`src/ptpm_pkg.sv`:
```
// shared constants, codes and controller/datapath interface types for the
// priority table with promote and pop-max; no dependencies
package ptpm_pkg;

  localparam int SLOTS          = 64;
  localparam int PAYLOAD_WIDTH  = 32;
  localparam int PRIORITY_WIDTH = 16;
  localparam int SEQ_W          = 32;
  localparam int IDX_W          = $clog2(SLOTS);
  localparam int ENTRY_W        = SEQ_W + PRIORITY_WIDTH + PAYLOAD_WIDTH;

  // fixed field widths of the item and result
  localparam int OP_W       = 3;
  localparam int HANDLE_W   = 6;
  localparam int PAY_IO_W   = 32;
  localparam int PRIO_OUT_W = 16;
  localparam int STATUS_W   = 2;

  localparam int IN_TDATA_W  = 48;
  localparam int OUT_TDATA_W = 64;
  localparam int OUT_USED_W  = STATUS_W + HANDLE_W + PAY_IO_W + PRIO_OUT_W + 1;

  typedef logic [OP_W-1:0]     op_t;
  typedef logic [STATUS_W-1:0] status_t;

  localparam op_t OP_ADD      = 3'd0;
  localparam op_t OP_PROMOTE  = 3'd1;
  localparam op_t OP_POP_MAX  = 3'd2;
  localparam op_t OP_GET_MAX  = 3'd3;
  localparam op_t OP_IS_VALID = 3'd4;
  localparam op_t OP_GET      = 3'd5;

  localparam status_t ST_OK    = 2'd0;
  localparam status_t ST_FULL  = 2'd1;
  localparam status_t ST_EMPTY = 2'd2;
  localparam status_t ST_BAD   = 2'd3;

  typedef struct packed {
    logic accept;    // latch the incoming item
    logic cnt_inc;   // advance slot counter
    logic add_take;  // claim the slot under the counter
    logic rd_h;      // read table entry at the item handle
    logic rd_cnt;    // read table entry at the counter (max scan)
    logic grab;      // capture read data as the result entry
    logic prom_wr;   // write back incremented priority
    logic load_out;  // move the result into the output register
  } ptpm_cmd_t;

  typedef struct packed {
    op_t  in_op;
    logic in_live;
    op_t  op;
    logic cnt_last;
    logic cnt_free;
    logic out_free;
  } ptpm_sts_t;

endpackage

```
`src/ptpm_ctrl.sv`:
```
// controller state machine: sequences add, scan, read/write-back and result
// depends on ptpm_pkg
module ptpm_ctrl
  import ptpm_pkg::*;
(
  input  logic      clk,
  input  logic      rst_n,
  input  logic      in_tvalid,
  output logic      in_tready,
  input  ptpm_sts_t sts,
  output ptpm_cmd_t cmd
);

  typedef enum logic [2:0] {
    S_IDLE,
    S_ADD,
    S_SCAN,
    S_DRAIN,
    S_READ,
    S_DATA,
    S_DONE
  } state_t;

  state_t state_r;
  state_t state_nxt;
  logic   in_tready_r;

  always_comb begin
    cmd       = '0;
    state_nxt = state_r;
    case (state_r)
      S_IDLE: begin
        if (in_tvalid && in_tready_r) begin
          cmd.accept = 1'b1;
          case (sts.in_op)
            OP_ADD:                 state_nxt = S_ADD;
            OP_PROMOTE, OP_GET:     state_nxt = sts.in_live ? S_READ : S_DONE;
            OP_POP_MAX, OP_GET_MAX: state_nxt = S_SCAN;
            default:                state_nxt = S_DONE;
          endcase
        end
      end
      S_ADD: begin
        if (sts.cnt_free) begin
          cmd.add_take = 1'b1;
          state_nxt    = S_DONE;
        end else if (sts.cnt_last) begin
          state_nxt = S_DONE;
        end else begin
          cmd.cnt_inc = 1'b1;
        end
      end
      S_SCAN: begin
        cmd.rd_cnt  = 1'b1;
        cmd.cnt_inc = 1'b1;
        if (sts.cnt_last) begin
          state_nxt = S_DRAIN;
        end
      end
      // last scan entry is compared in this cycle
      S_DRAIN: begin
        state_nxt = S_DONE;
      end
      S_READ: begin
        cmd.rd_h  = 1'b1;
        state_nxt = S_DATA;
      end
      S_DATA: begin
        cmd.grab    = 1'b1;
        cmd.prom_wr = (sts.op == OP_PROMOTE);
        state_nxt   = S_DONE;
      end
      S_DONE: begin
        if (sts.out_free) begin
          cmd.load_out = 1'b1;
          state_nxt    = S_IDLE;
        end
      end
      default: begin
        state_nxt = S_IDLE;
      end
    endcase
  end

  always_ff @(posedge clk) begin
    if (!rst_n) begin
      state_r     <= S_IDLE;
      in_tready_r <= 1'b0;
    end else begin
      state_r     <= state_nxt;
      in_tready_r <= (state_nxt == S_IDLE);
    end
  end

  assign in_tready = in_tready_r && (state_r == S_IDLE);

endmodule

```
`config.mk`:
```
export PLATFORM = sky130hd
export DESIGN_NAME = ptpm_ctrl
export DESIGN_NICKNAME = d
export VERILOG_FILES = /design/src/ptpm_pkg.sv /design/src/ptpm_ctrl.sv
export SDC_FILE = /design/constraint.sdc
export NUM_CORES = 1
export LEC_CHECK = 0
export BUFFER_PORTS_ARGS = -buffer_cell sky130_fd_sc_hd__buf_2
export CORE_AREA = 2 2 39 41
export CTS_BUF_LIST = sky130_fd_sc_hd__clkbuf_4 sky130_fd_sc_hd__clkbuf_8 sky130_fd_sc_hd__clkbuf_16
export DETAILED_ROUTE_END_ITERATION = 10
export DIE_AREA = 0 0 41 43
export GPL_TIMING_DRIVEN = 0
export PLACE_DENSITY = 0.64
export SYNTH_ARGS = -nofsm -noshare
export SYNTH_HDL_FRONTEND = slang
export SYNTH_SLANG_ARGS = --single-unit
```
`constraint.sdc`:
```
create_clock -name clk -period 2.3 [get_ports clk]
set_input_delay 0.345 -clock clk [delete_from_list [all_inputs] [get_ports clk]]
set_output_delay 0.345 -clock clk [all_outputs]
set_load 0.1 [all_outputs]
```
### Yosys cells after proc, flatten, opt, wreduce, memory -nomap -nowiden

Index checks and enable logic that the tools add are counted.

| cells by class | value |
|---|---|
| $add $sub $neg | 0 |
| $mul | 0 |
| divide/modulo/power cells | 0 |
| magnitude comparators | 0 |
| eq/ne operators | 11 |
| shift operators | 0 |
| multiplexer cells | 20 |
| bitwise gates (word level) | 0 |
| reduce and logical (&&, ||, !) cells | 8 |

Operators with widths:

| cell | number |
|---|---|
| $pmux 3 s6 | 1 |
| $mux 3 | 5 |
| $eq 3x2->1 const B | 4 |
| $eq 3x3->1 const B | 4 |
| $mux 1 | 10 |
| $eq 3x1->1 const B | 3 |
| $logic_not 3->1 | 3 |
| $pmux 3 s3 | 1 |
| $reduce_or 2->1 | 3 |
| $mux 2 | 2 |
| $logic_and 1x1->1 | 2 |
| $pmux 1 s2 | 1 |

| word-level totals | value |
|---|---|
| register bits | 4 |
| latch bits | 0 |
| RAM bits | 0 |
| ROM bits | 0 |
| bits of input ports | 13 |
| output and inout bits | 9 |
| memories | 0 |

### Longest topological paths before layout

| logic depth | value |
|---|---|
| depth after elaboration | 6 |
| depth in mapped cells | 5 |

### Worst setup path after synthesis

Ideal clock, no wire load.

| path | value |
|---|---|
| path kind | register -> output |
| start point | reg state_r[1] |
| end point | out cmd[1] (netlist bit) |
| arrival | 3756 ps |
| slack | -1801 ps |
| cell stages (with the launch flop) | 4 |
| path buffers | 1 |
| cells stage by stage | dfxtp_1 > buf_6 > nand3b_1 > nor4b_1 |

RTL lines:

| item | line | source |
|---|---|---|
| from (decl) | ptpm_ctrl.sv:24 | `state_t state_r;` |
| from (signal assigned) | ptpm_ctrl.sv:90 | `state_r <= state_nxt;` |
| to (decl) | ptpm_ctrl.sv:11 | `output ptpm_cmd_t cmd` |

==> results.md <==
- Top cell type by total area after synthesis: dfxtp_1
- Area of the multi-input gates: 264 um2
- Placeable Area: 1380 um2
- Post-Place Worst Slack: 0.559 ns
- Die height: 43 um
- Post-synthesis async set-or-reset flop share: 0%
- ANT nets after route: 0
- Setup Buffers After CTS: 0
- Critical Path Source Type: register
- Clock root buffer: clkbuf_4
- Drt first pass iters: 4
- Main area contributors after synthesis: dfxtp_1 (22%), nor4b_4 (6.5%), buf_6 (6.1%), nand3b_1 (6.1%), nor2b_1 (5.1%)
- RSZ-0062 raised after global routing: false
- Die area: 1760 um2
- WL/cell: 10.1 um
- WP data arrival: 1.62 ns
- RR Endpoint: in_tready_r$_SDFF_PN0_
- Total congestion overflow: 0
- First-pass GRT wire length: 1460 um
- Setup crit end: cmd[1]
- Seq cells post-synth: 4
- Syn_nets: 57
- Net Sw Frac: 59.9%
- Crit-path max FO: 10
- Largest net degree at the start of global routing: 11
- Max-cap violations: 0
- Max Clock Freq: 508 MHz
- Post-synthesis sequential area ratio: 21.8%
- Hold_buf cts: 0
- R2r startpoint: state_r[1]$_SDFF_PN0_
- Setup TNS: 0 ns
- Final worst slack: 0.331 ns
- Layout cell share with drive strength beyond 1: 51.5%
- Pleak: 0.268 nW
- Max Used Layer: met4
- CP endpoint kind: output port
- Worst hold path class: input port to register
- Storage element area: 80.1 um2
- CTS tree: done
- Avg Synthesized Cell Area: 8.36 um2
- Fill cell count: 149
- Status: completed
- Internal power: 305 uW
- Num ports: 22
- Min Clock Period, post-route: 1.97 ns
- Primary FF master, synth: dfxtp_1
- Setup CP Type: register to output port
- Initial DRC count: 11
- Reg2Reg Depth: 5
- Clock share of power: 11.7%
- Count of clock tree sinks: 4
- Starting Density: 26.6%
- Power density cells: 1440 nW/um2
- Resized Gates After CTS: 0
- Fin. max-slew vios: 0
- All-Layer GR Usage: 12.6%
- Routed met3 length: 26 um
- CTS Buf Count: 3
- Hpwl dp: 669 um
- Worst Tran Pin Value: 0.488 ns
- Die width: 41 um
- Sequential share of power: 15.2%
- Final setup viols: 0
- Comb power frac: 73.1%
- Clock Path Buffers: 2
- Synth warn: 0
- Routability Congestion: 0.832
- Drt drc: 0
- Period utilization: 85.6%
- Sw power: 455 uW
- Slew HR: 67.7%
- Via count: 405
- Post-layout util: 38.2%
- CTS H-tree lvls: 1
- Final Hold Vio Count: 0
- Reg clk slew, reported paths: 0.04 ns
- Antenna violations before repair: 0
- Met2 Routed Length: 441 um
- Synthesized instance count: 44
- Post-Route Skew: 0.000296 ns
- Synth-to-layout area growth: 43.9%
- Post-synth EDFFs: 0
- Start point of the critical path: state_r[2]$_SDFF_PN0_
- Post-Syn Area: 368 um2
- Diodes inserted: 0
- CP required: 1.96 ns
- Worst IR Drop VDD: 0.000501 V
- Core Rows: 14
- Hold path depth: 3
- Layout Nets: 83
- Register-to-register setup slack: 0.99 ns
- Vias in the first global route: 362
- Routed WL: 851 um
- Via-per-instance ratio: 4.82
- Post-synth top area share: 21.8%
- Post-synthesis cell type count: 29
- Met1 Wirelength: 366 um
- Port Buffers: 21
- Skew-Pair Late Insertion Delay: 0.24 ns
==> logic make-up (layout without fill, tap and decap cells) <==
group | Yosys count | in the layout | share of synthesized area (%)
and+or+nand+nor | 26 | 26 | 52.0
AOI/OAI and AO/OA | 9 | 9 | 16.0
buffers and inverters | 5 | 29 | 10.2
DFF | 4 | 4 | 21.8
==> worst min path at each step <==
| stage | from | slack, ns | endpoint |
|---|---|---|---|
| after CTS | rst_n | 0.35 | state_r[2]$_SDFF_PN0_ |
| after global routing | rst_n | 0.35 | state_r[1]$_SDFF_PN0_ |
| after detailed placement | rst_n | 0.60 | state_r[2]$_SDFF_PN0_ |
| final | rst_n | 0.35 | state_r[2]$_SDFF_PN0_ |
| after floorplan | rst_n | 0.45 | state_r[2]$_SDFF_PN0_ |
| after global placement | rst_n | 0.59 | state_r[2]$_SDFF_PN0_ |
==> metrics by stage <==
stage                     total power, mW  std cells  hold WS, ns  area [um2]
after floorplan                     0.595         44        0.454         382
after global placement              0.672         81        0.593         507
after detailed placement            0.673         81        0.600         507
after CTS                           0.765         84        0.346         529
after global routing                0.805         84        0.351         529
final                               0.759         84        0.353         529
==> power by group through the flow <==
| stage | clock network [mW] | logic [mW] | registers [mW] |
|---|---|---|---|
| detailed placement | 0 | 0.556 | 0.117 |
| global placement | 0 | 0.557 | 0.116 |
| floorplan | 0 | 0.483 | 0.113 |
| global route | 0.0964 | 0.590 | 0.119 |
| CTS | 0.0913 | 0.558 | 0.116 |
| finish | 0.0892 | 0.555 | 0.115 |
==> routing by layer <==
metal	GRT usage [%]	vias to the layer above
li1	-	209
met1	14.8	184
met2	18.1	10
met3	3.14	2
met4	10.0	0
met5	0	-
==> synth_stat cells (all sizes together), types with 2 or more instances <==
cell type / number
dfxtp: 4
a21oi: 3
buf: 3
nand3b: 3
nor2: 3
nor2b: 3
and2: 2
inv: 2
nand2: 2
nor4: 2
nor4b: 2
==> worst max-delay path, stage by stage, from the launching register on <==
cell and delay [ns]:
dfxtp_1 0.36, buf_4 0.19, nand3b_1 0.14, nor4b_2 0.23
buf_2 0.46
==> placed cells by master (no fill, tap or decap) <==
master	n
a211oi_1	1
a21oi_1	3
a221o_1	1
a31oi_1	1
and2_1	1
and2_4	1
and3_1	1
and3b_1	1
buf_2	21
buf_4	1
buf_6	2
clkbuf_4	3
dfxtp_1	4
inv_1	2
nand2_1	2
nand2b_1	1
nand3_1	1
nand3b_1	3
nand4_1	1
nor2_1	2
nor2_2	1
nor2b_1	3
nor3_4	1
nor3b_2	1
nor4_1	2
nor4b_2	1
nor4b_4	1
o211ai_1	1
o21a_1	1
o21ai_0	1
or2_2	1
or2b_2	1
==> registers in the layout, indices dropped and copies added, names as in the netlist <==
signal,count
state_r,3
in_tready_r,1
==> layout make-up <==
cell class,count,share of cell area (%)
multi-input combinational,35,49.9
timing repair buffer,21,19.9
sequential,4,15.1
buffer,3,5.67
clock buffer,3,4.26
tap,16,3.78
inverter,2,1.42
Note: power is estimated with default switching activity, not from simulation.
